File: config.mk
export PLATFORM = sky130hd
export DESIGN_NAME = frame_receiver_tlv_parser_core
export DESIGN_NICKNAME = d
export VERILOG_FILES = /design/src/rtl/tlvp_pkg.sv /design/src/rtl/frame_receiver_tlv_parser_core.sv /design/src/rtl/tlvp_front.sv /design/src/rtl/tlvp_queue.sv
export SDC_FILE = /design/constraint.sdc
export NUM_CORES = 1
export LEC_CHECK = 0
export ABC_AREA = 1
export CAP_MARGIN = 5
export CORE_ASPECT_RATIO = 1.2
export CORE_MARGIN = 5
export CORE_UTILIZATION = 30
export DETAILED_ROUTE_END_ITERATION = 12
export DONT_BUFFER_PORTS = 1
export PLACE_DENSITY = 0.41
export RECOVER_POWER = 25
export SLEW_MARGIN = 20
export SYNTH_ARGS = -nofsm -noshare
export SYNTH_HDL_FRONTEND = slang
export SYNTH_HIERARCHICAL = 1
export SYNTH_SLANG_ARGS = --single-unit
File: constraint.sdc
create_clock -name aclk -period 9 [get_ports aclk]
set_input_delay 1.8 -clock aclk [delete_from_list [all_inputs] [get_ports aclk]]
set_output_delay 1.8 -clock aclk [all_outputs]
set_load 0.05 [all_outputs]
File: src/rtl/tlvp_pkg.sv
// Shared types and constants for the framed TLV stream parser.
package tlvp_pkg;

    // Frame layout constants
    localparam logic [15:0] HARD_MIN_LEN  = 16'd14;
    localparam logic [15:0] RECORD_START  = 16'd11;
    localparam logic [15:0] TRAILER_BYTES = 16'd3;
    localparam logic [7:0]  TRANSFER_CODE = 8'h01;

    // Reset values of the configuration registers
    localparam logic [7:0] START_MARKER_RST = 8'hEE;
    localparam logic [7:0] END_MARKER_RST   = 8'hFF;
    localparam logic [7:0] VERSION_RST      = 8'h01;
    localparam logic [7:0] MIN_LEN_RST      = 8'd14;

    // Result queue geometry
    localparam int unsigned Q_DEPTH = 4;
    localparam int unsigned Q_PTR_W = 2;
    localparam int unsigned Q_CNT_W = 3;

    // Configuration register indexes
    typedef enum logic [1:0] {
        CFG_START_MARKER = 2'd0,
        CFG_END_MARKER   = 2'd1,
        CFG_VERSION      = 2'd2,
        CFG_MIN_LENGTH   = 2'd3
    } cfg_index_t;

    // Result kinds
    typedef enum logic [1:0] {
        KIND_HEADER = 2'd0,
        KIND_DATA   = 2'd1,
        KIND_END    = 2'd2
    } kind_t;

    // Frame end status codes
    typedef enum logic [2:0] {
        ST_OK           = 3'd0,
        ST_BAD_TAIL     = 3'd1,
        ST_BAD_VERSION  = 3'd2,
        ST_BAD_TRANSFER = 3'd3,
        ST_BAD_LENGTH   = 3'd4
    } status_t;

    // Parser phase
    typedef enum logic {
        PH_HUNT  = 1'b0,
        PH_FRAME = 1'b1
    } phase_t;

    // Live configuration
    typedef struct packed {
        logic [7:0] start_marker;
        logic [7:0] end_marker;
        logic [7:0] expected_version;
        logic [7:0] min_frame_length;
    } cfg_t;

    // One result item
    typedef struct packed {
        kind_t       kind;
        logic [15:0] record_id;
        logic [15:0] record_length;
        logic [7:0]  data_byte;
        logic [7:0]  frame_id;
        status_t     status;
        logic        last;
    } res_t;

    // Results produced by one accepted byte, front to queue
    typedef struct packed {
        logic [1:0] n;
        res_t       r0;
        res_t       r1;
    } push_t;

endpackage

File: src/rtl/frame_receiver_tlv_parser_core.sv
// Top level of the framed TLV stream parser: config registers, parser front, result queue.
//
// Usage:
//   s_* carries the received byte stream, one byte per transaction (s_tdata[7:0]).
//   m_* carries result items: record headers, record data bytes and one end status
//   per frame; m_tuser holds the kind, m_tlast marks the final result of a byte.
//   cfg_* writes one 8-bit register per transaction (index 0 start marker,
//   1 end marker, 2 expected version, 3 minimum frame length); always ready.
// Timing:
//   A byte is parsed in the cycle it is accepted and its results enter a 4-entry
//   queue at that edge; m_* is driven from the entry at the head of the queue.
//   One byte per cycle is accepted while s_tready is high; a byte makes zero, one or two results.
//   s_tready is high while the queue has room for two results, so a stalled
//   receiver backs up the queue and then holds off the input; one result leaves
//   per cycle while m_tready is high.
// Reset:
//   aresetn low empties the queue, returns the parser to hunting for the start
//   marker and loads the register defaults (0xEE, 0xFF, 0x01, 14). No init pass.
module frame_receiver_tlv_parser_core
    import tlvp_pkg::*;
(
    input  logic        aclk,
    input  logic        aresetn,
    // byte stream in
    input  logic        s_tvalid,
    output logic        s_tready,
    input  logic [7:0]  s_tdata,   // [7:0] in_byte
    // results out
    output logic        m_tvalid,
    input  logic        m_tready,
    output logic [55:0] m_tdata,   // [15:0] record_id, [31:16] record_length,
                                   // [39:32] data_byte, [47:40] frame_id,
                                   // [50:48] status, [55:51] zero
    output logic [1:0]  m_tuser,   // [1:0] kind
    output logic        m_tlast,   // last
    // configuration writes
    input  logic        cfg_valid,
    output logic        cfg_ready,
    input  logic [1:0]  cfg_index,
    input  logic [7:0]  cfg_data
);

    cfg_t  cfg_reg;
    push_t push;
    logic  space;
    logic  in_fire;
    res_t  out_res;

    assign cfg_ready = 1'b1;
    assign s_tready  = space;
    assign in_fire   = s_tvalid && s_tready;

    // configuration registers
    always_ff @(posedge aclk) begin
        if (!aresetn) begin
            cfg_reg.start_marker     <= START_MARKER_RST;
            cfg_reg.end_marker       <= END_MARKER_RST;
            cfg_reg.expected_version <= VERSION_RST;
            cfg_reg.min_frame_length <= MIN_LEN_RST;
        end else if (cfg_valid && cfg_ready) begin
            unique case (cfg_index_t'(cfg_index))
                CFG_START_MARKER: cfg_reg.start_marker     <= cfg_data;
                CFG_END_MARKER:   cfg_reg.end_marker       <= cfg_data;
                CFG_VERSION:      cfg_reg.expected_version <= cfg_data;
                CFG_MIN_LENGTH:   cfg_reg.min_frame_length <= cfg_data;
                default: ;
            endcase
        end
    end

    tlvp_front u_front (
        .aclk    (aclk),
        .aresetn (aresetn),
        .in_fire (in_fire),
        .in_byte (s_tdata),
        .cfg     (cfg_reg),
        .push    (push)
    );

    tlvp_queue u_queue (
        .aclk      (aclk),
        .aresetn   (aresetn),
        .push      (push),
        .space     (space),
        .out_valid (m_tvalid),
        .out_ready (m_tready),
        .out_res   (out_res)
    );

    // output packing
    assign m_tdata = {5'd0, out_res.status, out_res.frame_id, out_res.data_byte,
                      out_res.record_length, out_res.record_id};
    assign m_tuser = out_res.kind;
    assign m_tlast = out_res.last;

    // results only come from an accepted byte
    a_push_on_accept: assert property (@(posedge aclk) disable iff (!aresetn)
        push.n != 2'd0 |-> in_fire)
        else $error("results pushed without an accepted byte");

    // the final pushed result of a byte carries last, earlier ones do not
    a_last_marking: assert property (@(posedge aclk) disable iff (!aresetn)
        (push.n == 2'd1 |-> push.r0.last) and
        (push.n == 2'd2 |-> (push.r1.last && !push.r0.last)))
        else $error("last flag misplaced among results of one byte");

    // an end status always closes the results of its byte
    a_end_is_last: assert property (@(posedge aclk) disable iff (!aresetn)
        (m_tvalid && m_tuser == KIND_END) |-> m_tlast)
        else $error("end status without last");

    // two results in one byte only when the second is the end status
    a_pair_ends_frame: assert property (@(posedge aclk) disable iff (!aresetn)
        push.n == 2'd2 |-> (push.r1.kind == KIND_END && push.r0.kind != KIND_END))
        else $error("result pair without frame end");

endmodule

File: src/rtl/tlvp_front.sv
// Front end: byte classifier and frame/record parser, emits up to two results per byte.
module tlvp_front
    import tlvp_pkg::*;
(
    input  logic       aclk,
    input  logic       aresetn,
    input  logic       in_fire,
    input  logic [7:0] in_byte,
    input  cfg_t       cfg,
    output push_t      push
);

    phase_t      phase_reg, phase_next;
    logic [15:0] pos_reg, pos_next;
    logic [15:0] frame_last_reg, frame_last_next;
    logic [15:0] rec_end_reg, rec_end_next;
    logic [7:0]  len_high_reg, len_high_next;
    logic [7:0]  frame_id_reg, frame_id_next;
    logic [1:0]  flags_reg, flags_next;
    logic [1:0]  field_idx_reg, field_idx_next;
    logic [15:0] rec_id_reg, rec_id_next;
    logic [15:0] rec_len_reg, rec_len_next;
    logic [15:0] data_rem_reg, data_rem_next;

    logic        emit;
    logic        bad_len;
    logic [15:0] frame_len;
    logic [15:0] new_len;
    logic        have_a, have_b;
    res_t        res_a, res_b;

    // State registers
    always_ff @(posedge aclk) begin
        if (!aresetn) begin
            phase_reg      <= PH_HUNT;
            pos_reg        <= '0;
            frame_last_reg <= '0;
            rec_end_reg    <= '0;
            len_high_reg   <= '0;
            frame_id_reg   <= '0;
            flags_reg      <= '0;
            field_idx_reg  <= '0;
            rec_id_reg     <= '0;
            rec_len_reg    <= '0;
            data_rem_reg   <= '0;
        end else begin
            phase_reg      <= phase_next;
            pos_reg        <= pos_next;
            frame_last_reg <= frame_last_next;
            rec_end_reg    <= rec_end_next;
            len_high_reg   <= len_high_next;
            frame_id_reg   <= frame_id_next;
            flags_reg      <= flags_next;
            field_idx_reg  <= field_idx_next;
            rec_id_reg     <= rec_id_next;
            rec_len_reg    <= rec_len_next;
            data_rem_reg   <= data_rem_next;
        end
    end

    // Next state and results for the accepted byte
    always_comb begin
        phase_next      = phase_reg;
        pos_next        = pos_reg;
        frame_last_next = frame_last_reg;
        rec_end_next    = rec_end_reg;
        len_high_next   = len_high_reg;
        frame_id_next   = frame_id_reg;
        flags_next      = flags_reg;
        field_idx_next  = field_idx_reg;
        rec_id_next     = rec_id_reg;
        rec_len_next    = rec_len_reg;
        data_rem_next   = data_rem_reg;
        emit            = (flags_reg == 2'b11);
        bad_len         = 1'b0;
        frame_len       = {len_high_reg, in_byte};
        new_len         = {rec_len_reg[15:8], in_byte};
        have_a          = 1'b0;
        have_b          = 1'b0;
        res_a           = '0;
        res_b           = '0;

        if (in_fire) begin
            unique case (phase_reg)
                PH_HUNT: begin
                    if (in_byte == cfg.start_marker) begin
                        phase_next     = PH_FRAME;
                        pos_next       = 16'd1;
                        len_high_next  = '0;
                        frame_id_next  = '0;
                        flags_next     = '0;
                        field_idx_next = '0;
                        rec_id_next    = '0;
                        rec_len_next   = '0;
                        data_rem_next  = '0;
                    end
                end
                PH_FRAME: begin
                    // header bytes
                    if (pos_reg == 16'd1) begin
                        if (in_byte == cfg.expected_version) flags_next[0] = 1'b1;
                    end else if (pos_reg == 16'd2) begin
                        len_high_next = in_byte;
                    end else if (pos_reg == 16'd3) begin
                        frame_last_next = frame_len - 16'd1;
                        rec_end_next    = frame_len - TRAILER_BYTES;
                        if (frame_len < HARD_MIN_LEN ||
                            frame_len < {8'd0, cfg.min_frame_length}) begin
                            bad_len = 1'b1;
                        end
                    end else if (pos_reg == 16'd4) begin
                        if (in_byte == TRANSFER_CODE) flags_next[1] = 1'b1;
                    end else if (pos_reg == 16'd5) begin
                        frame_id_next = in_byte;
                    end else if (pos_reg >= RECORD_START) begin
                        // record region: data bytes, then header fields
                        if (data_rem_reg != 16'd0) begin
                            have_a              = emit;
                            res_a.kind          = KIND_DATA;
                            res_a.record_id     = rec_id_reg;
                            res_a.record_length = rec_len_reg;
                            res_a.data_byte     = in_byte;
                            data_rem_next       = data_rem_reg - 16'd1;
                        end else if (field_idx_reg != 2'd0 || pos_reg < rec_end_reg) begin
                            case (field_idx_reg)
                                2'd0: begin
                                    rec_id_next    = {in_byte, 8'h00};
                                    field_idx_next = 2'd1;
                                end
                                2'd1: begin
                                    rec_id_next    = {rec_id_reg[15:8], in_byte};
                                    field_idx_next = 2'd2;
                                end
                                2'd2: begin
                                    rec_len_next   = {in_byte, 8'h00};
                                    field_idx_next = 2'd3;
                                end
                                default: begin
                                    rec_len_next        = new_len;
                                    field_idx_next      = 2'd0;
                                    data_rem_next       = new_len;
                                    have_a              = emit;
                                    res_a.kind          = KIND_HEADER;
                                    res_a.record_id     = rec_id_reg;
                                    res_a.record_length = new_len;
                                end
                            endcase
                        end
                    end

                    // frame end or early reject
                    if (bad_len) begin
                        have_a       = 1'b1;
                        res_a.kind   = KIND_END;
                        res_a.status = ST_BAD_LENGTH;
                        phase_next   = PH_HUNT;
                    end else if (pos_reg[15:2] != 14'd0 && pos_reg == frame_last_reg) begin
                        have_b         = 1'b1;
                        res_b.kind     = KIND_END;
                        res_b.frame_id = frame_id_reg;
                        if (in_byte != cfg.end_marker) res_b.status = ST_BAD_TAIL;
                        else if (!flags_reg[0])        res_b.status = ST_BAD_VERSION;
                        else if (!flags_reg[1])        res_b.status = ST_BAD_TRANSFER;
                        else                           res_b.status = ST_OK;
                        phase_next = PH_HUNT;
                    end else begin
                        pos_next = pos_reg + 16'd1;
                    end
                end
                default: phase_next = PH_HUNT;
            endcase
        end

        // pack results, last flag on the final one
        push = '0;
        if (have_a && have_b) begin
            push.n       = 2'd2;
            push.r0      = res_a;
            push.r1      = res_b;
            push.r1.last = 1'b1;
        end else if (have_a) begin
            push.n       = 2'd1;
            push.r0      = res_a;
            push.r0.last = 1'b1;
        end else if (have_b) begin
            push.n       = 2'd1;
            push.r0      = res_b;
            push.r0.last = 1'b1;
        end
    end

endmodule

File: src/rtl/tlvp_queue.sv
// Back end: short result queue, two writes and one read per cycle.
module tlvp_queue
    import tlvp_pkg::*;
(
    input  logic  aclk,
    input  logic  aresetn,
    input  push_t push,
    output logic  space,
    output logic  out_valid,
    input  logic  out_ready,
    output res_t  out_res
);

    res_t               entry_reg [Q_DEPTH];
    logic [Q_PTR_W-1:0] wr_ptr_reg, wr_ptr_next;
    logic [Q_PTR_W-1:0] rd_ptr_reg, rd_ptr_next;
    logic [Q_CNT_W-1:0] count_reg, count_next;
    logic               pop;
    logic [Q_PTR_W-1:0] wr_ptr_plus1;

    assign pop          = out_valid && out_ready;
    assign wr_ptr_plus1 = wr_ptr_reg + Q_PTR_W'(1);
    assign space        = (count_reg <= Q_CNT_W'(Q_DEPTH - 2));
    assign out_valid    = (count_reg != '0);
    assign out_res      = entry_reg[rd_ptr_reg];

    // pointer and fill arithmetic
    always_comb begin
        wr_ptr_next = wr_ptr_reg + Q_PTR_W'(push.n);
        rd_ptr_next = rd_ptr_reg + Q_PTR_W'(pop);
        count_next  = count_reg + Q_CNT_W'(push.n) - Q_CNT_W'(pop);
    end

    always_ff @(posedge aclk) begin
        if (!aresetn) begin
            wr_ptr_reg <= '0;
            rd_ptr_reg <= '0;
            count_reg  <= '0;
        end else begin
            wr_ptr_reg <= wr_ptr_next;
            rd_ptr_reg <= rd_ptr_next;
            count_reg  <= count_next;
        end
    end

    // entry storage
    always_ff @(posedge aclk) begin
        if (push.n != 2'd0) entry_reg[wr_ptr_reg]   <= push.r0;
        if (push.n == 2'd2) entry_reg[wr_ptr_plus1] <= push.r1;
    end

endmodule

-- Word level (Yosys, flattened, before mapping)
Memories as Yosys holds them, arrays and structs flattened. A register that Yosys moved wholly into a read port is not among the register bits.
Index checks and enable logic that the tools add are counted.
- add/subtract/negate cells: 9
- $mul: 0
- shift operators: 0
- equality and inequality tests: 41
- reductions and logical operators: 31
- divide/modulo/power cells: 0
- muxes and demuxes: 126
- $lt $le $gt $ge: 5
- bitwise logic cells: 3
- operators with widths (cell ; count):
    16-bit two-way mux ; 29
    42-bit two-way mux ; 8
    16-bit one-hot mux with 2 select lines ; 6
    56-bit two-way mux ; 2
    8-bit two-way mux ; 9
    34-bit two-way mux ; 2
    55-bit two-way mux ; 1
    54-bit two-way mux ; 1
    11-bit two-way mux ; 4
    2-bit != test, second input constant ; 20
    1-bit two-way mux ; 36
    16-bit by 2-bit equality test with 1-bit output, second input constant ; 2
    16-bit by 3-bit equality test with 1-bit output, second input constant ; 2
    2-bit two-way mux ; 16
    32-bit two-way mux ; 1
    8-bit one-hot mux with 2 select lines ; 2
    16-bit by 1-bit subtractor with 16-bit output, second input constant ; 2
    12-bit AND reduction ; 2
    11-bit AND reduction ; 2
    10-bit AND reduction ; 2
    16-bit by 1-bit adder with 16-bit output, second input constant ; 1
    16-bit by 1-bit equality test with 1-bit output, second input constant ; 1
    16-bit equality test ; 1
    8-bit equality test ; 2
    other kinds (35) ; 61
- output and inout bits: 62
- RAM bits: 216
- word-level logic and storage cells: 237
- memory bits (read-only): 0
- latch bits: 0
- memories: 1
- register bits: 156
- memory list (memory ; depth ; width ; rd ports ; clocked after Yosys merged registers in ; write ports ; line ; source):
    u_queue.entry_reg ; 4 ; 54 ; 1 ; 1 ; 2 ; tlvp_queue.sv:14 ; res_t entry_reg [Q_DEPTH];

-- Logic depth before layout (Yosys ltp)
- word-level depth: 19
- depth in mapped cells: 29

-- By module
The synthesis kept the hierarchy.
- by module, submodules not included (module ; area each (µm²) ; times used ; cells an instance ; seq. area each (µm²)):
    tlvp_queue ; 10765.3 ; 1 ; 1116 ; 6626.4
    tlvp_front ; 8802.2 ; 1 ; 1363 ; 2322.2
    frame_receiver_tlv_parser_core ; 1297.5 ; 1 ; 183 ; 640.6

-- Least setup slack after synthesis
No wires, ideal clock.
- kind: input port to flip-flop
- start point: input s_tdata[3]
- end point: memory u_queue/entry_reg[3][0] (netlist bit), enable pin
- arrival: 7.520 ns
- path slack: 0.934 ns
- cell stages on the path: 15
- cell sequence: ha_1 -> nand2_1 -> o21ai_0 -> nand2_1 -> nand2_1 -> nand2_1 -> nand3_2 -> nand2_1 -> nand2_2 -> buf_2 -> inv_1 -> ha_1 -> buf_4 -> nor2_1 -> o31ai_1
- RTL lines (what ; line ; source):
    start: declaration ; frame_receiver_tlv_parser_core.sv:27 ; input logic [7:0] s_tdata,
    end: declaration ; tlvp_queue.sv:14 ;

==> summary.md <==
| Metric | Value |
|---|---|
| Crit-path max FO | 43 |
| Slowest stage delay, CP | 1050 ps |
| Pre-CTS setup slack | 2680 ps |
| Kind of end point of the critical path | register |
| Minimum clock period | 6670 ps |
| Slew Limit Fails | 56 |
| Fmax | 0.150 GHz |
| Max reg flops | 216 |
| Crit path to | u_queue/entry_reg[2][29]$_DFFE_PP_ |
| Gate count of the mapped netlist | 2662 |
| Number of port buffers | 0 |
| Slew HR | -36.5% |
| Core Util, Final | 32.6% |
| Resize count post-CTS | 0 |
| R2r worst-path depth | 12 |
| GR Util All Layers | 17.3% |
| Ys async rst share | 0% |
| Buf/Inv on CP | 2 |
| Critical path, cell by cell | ha_1 -> nand2_1 -> o21ai_0 -> nand2_1 -> nand2_1 -> nand2_1 -> nand3_1 -> nand2_1 -> nand2_1 -> inv_1 -> ha_1 -> nor2_8 -> nand2_1 -> nand2_2 -> buf_4 |
| CORE AREA | 69400 um2 |
| Clock buffer depth | 3 |
| Synth Cell Area | 20900 um2 |
| Seq/Total Area, Yosys | 46.0% |
| Final worst-path cycle share | 74.1% |
| Clock Latency Late Sink | 580 ps |
| R2R setup slack | 2600 ps |
| CTS clk-pin slew, worst paths | 50 ps |
| Pin count of the biggest net entering global routing | 124 |
| Vias | 17063 |
| Vias in the first global route | 16680 |
| # rows | 106 |
| Crit. Startpoint | s_tdata[3] |
| DRC Markers | 0 |
| Final net count | 2652 |
| First-pass GRT wire length | 102 mm |
| Final WS setup | 2330 ps |
| Total CTS buffers | 44 |
| CP top delay family | simple AND/OR/NAND/NOR gates |
| Final Hold Viols | 0 |
| Pre-antenna DRT Iters | 5 |
| Gr ovfl total | 0 |
| Min-Delay Path Class | reg -> reg |
| Final Non-Filler Cells | 3540 |
| Worst R2R Start | u_queue/count_reg[1]$_SDFF_PN0_ |
| Post-route ant nets | 0 |
| Failing checks | capacitance limit, slew limit |
| Final setup viols | 0 |
| VDD IR max | 0.000110 V |
| Crit path depth | 15 |
| Clock Tree Root | clkbuf_16 |
| TNS Setup | 0 ps |
| Fin Clk Skew | 25.1 ps |
| WP data required | 9210 ps |
| # hold bufs at CTS | 0 |
| Fraction of layout cells with a size suffix above 1 | 6.22% |
| LEAKAGE | 8.56 nW |
| Dpl cells | 3460 |
| Arr. time, crit path | 6880 ps |
| Antenna violations before repair | 0 |
| Clock sink total | 371 |
| Detailed Place HPWL | 44.7 mm |
| Vias per cell | 4.82 |
| Die H | 299 um |
| Pwr Density | 199 nW/um2 |
| Total die area | 74900 um2 |
| # diodes | 0 |
| Slowest stage cell, crit path | nand2_1 |
| IO Pins | 85 |
| Synth Flop Type | edfxtp_1 |
| Unrepaired setup endpoints after global routing | false |
| Register bit total from synthesis | 371 |
| RePlAce Congestion | 0.849 |
| Setup bufs post-CTS | 0 |
| P&R area growth vs syn | 8.45% |
| Syn Area/Cell | 7.84 um2 |
| Critical Path Most Common Cell | nand2_1 |
| Die Width | 251 um |
| Yosys cell types | 52 |
| H-tree Lvls | 2 |
| CP Class | in -> reg |
| EDFF count, synth | 216 |
| Worst Tran Pin Value | 2050 ps |
| Filler cell count in the final layout | 7348 |
| Starting DRC count in detailed routing | 1079 |
| Setup crit start kind | input port |
| CTS tree | done |
| Final wirelength | 66.6 mm |
| Critical R2R Capture | u_queue/entry_reg[2][29]$_DFFE_PP_ |
| Initial core utilization | 30.1% |
| Wirelength per Cell | 18.8 um |
| Ys Warns | 6 |
| Status | finished with violations |
| Max cap viols | 1 |
## how the worst min path moves through the flow
stage / startpoint / endpoint / slack, ps / depth (start not counted)
3_5_place_dp: u_front/rec_end_reg[11]$_SDFFE_PN0P_ / u_front/rec_end_reg[11]$_SDFFE_PN0P_ / 460 / 2
5_1_grt: u_front/rec_end_reg[7]$_SDFFE_PN0P_ / u_front/rec_end_reg[7]$_SDFFE_PN0P_ / 490 / 2
2_1_floorplan: u_front/rec_end_reg[11]$_SDFFE_PN0P_ / u_front/rec_end_reg[11]$_SDFFE_PN0P_ / 430 / 2
3_3_place_gp: u_front/flags_reg[1]$_SDFFE_PN0P_ / u_front/flags_reg[1]$_SDFFE_PN0P_ / 460 / 2
6_report: u_front/rec_end_reg[11]$_SDFFE_PN0P_ / u_front/rec_end_reg[11]$_SDFFE_PN0P_ / 460 / 2
4_1_cts: u_front/rec_end_reg[11]$_SDFFE_PN0P_ / u_front/rec_end_reg[11]$_SDFFE_PN0P_ / 460 / 2
## power breakdown
group / switching, mW / leakage [nW] / internal [mW]
registers: 0.0359 / 3.48 / 1.79
logic: 0.749 / 4.40 / 0.205
clock network: 0.735 / 0.683 / 0.994
## logic make-up after synthesis
kind of cell / count (synthesis) / synth area share (%)
other: 3 / 0.0540
xor gates and xnor gates: 71 / 2.98
and+or+nand+nor: 1095 / 22.4
adders and majority gates: 41 / 2.49
DFF: 371 / 46.0
AOI/OAI and AO/OA: 630 / 16.0
buffers and inverters: 451 / 10.1
## per-stage QoR
| stage | total power [mW] | area, um2 | hold WS, ps |
|---|---|---|---|
| after detailed placement | 2.84 | 21400 | 456 |
| after floorplan | 2.61 | 21000 | 433 |
| after global routing | 4.71 | 22600 | 494 |
| after global placement | 2.83 | 21400 | 456 |
| final | 4.51 | 22600 | 460 |
| after CTS | 4.59 | 22800 | 464 |
## area by class of cell
| class | count | area [um2] | share of cell area [%] |
|---|---|---|---|
| inverters | 242 | 915 | 4.04 |
| clock buffers | 54 | 1190 | 5.26 |
| flip-flops and latches | 371 | 9590 | 42.4 |
| well taps | 918 | 1150 | 5.08 |
| clock inverters | 26 | 183 | 0.807 |
| repair buffers | 44 | 327 | 1.44 |
| multi-input cells | 1885 | 9270 | 41.0 |
## Yosys cell counts, types with 5 or more instances
library cell | n | share of area [%]
o211ai_1 | 5 | 0.18
nor4_1 | 7 | 0.21
nand3_1 | 116 | 2.8
clkbuf_1 | 80 | 1.4
nand2_2 | 11 | 0.33
a21oi_1 | 136 | 3.3
o22ai_1 | 59 | 1.8
nand4_1 | 43 | 1.3
xnor2_1 | 15 | 0.63
buf_4 | 63 | 2.3
nor3_1 | 24 | 0.58
nor2_1 | 330 | 5.9
inv_1 | 225 | 4.0
ha_1 | 40 | 2.4
clkinv_1 | 5 | 0.090
inv_2 | 9 | 0.16
a31oi_1 | 5 | 0.15
buf_2 | 43 | 1.0
nor2_2 | 6 | 0.18
o21ai_1 | 36 | 0.86
o21ai_2 | 15 | 0.63
buf_1 | 5 | 0.090
o21ai_0 | 365 | 8.8
dfxtp_1 | 155 | 15
buf_6 | 14 | 0.76
edfxtp_1 | 216 | 31
xor2_1 | 56 | 2.4
nand2_1 | 531 | 9.6
## layer usage
metal  vias to the layer above  GRT usage, %  share of wire, %
li1                       8645             -                 -
met1                      8014          22.0                44
met2                       311          30.8                50
met3                        93          2.49               3.8
met4                         0          4.73               2.7
met5                         -             0                 0
## worst min-delay path, cell delays in order (launching register included)
cell     delay (ps)
dfxtp_1         290
inv_1            60
a21oi_1          60
## cell usage in the layout, fill, tap and decap left out, types with 15 or more instances in the layout
cell and count:
nand2_1 533, nor2_1 334, buf_4 41, xnor2_1 15, inv_1 230, a21oi_1 137, clkbuf_16 46, nand4_1 43
o21ai_2 15, nor3_1 24, o22ai_1 54, o21ai_1 34, xor2_1 56, conb_1 48, dfxtp_1 154, nand3_1 121
ha_1 40, edfxtp_1 216, o21ai_0 368
No activity file was read; power rests on OpenSTA's default activity.
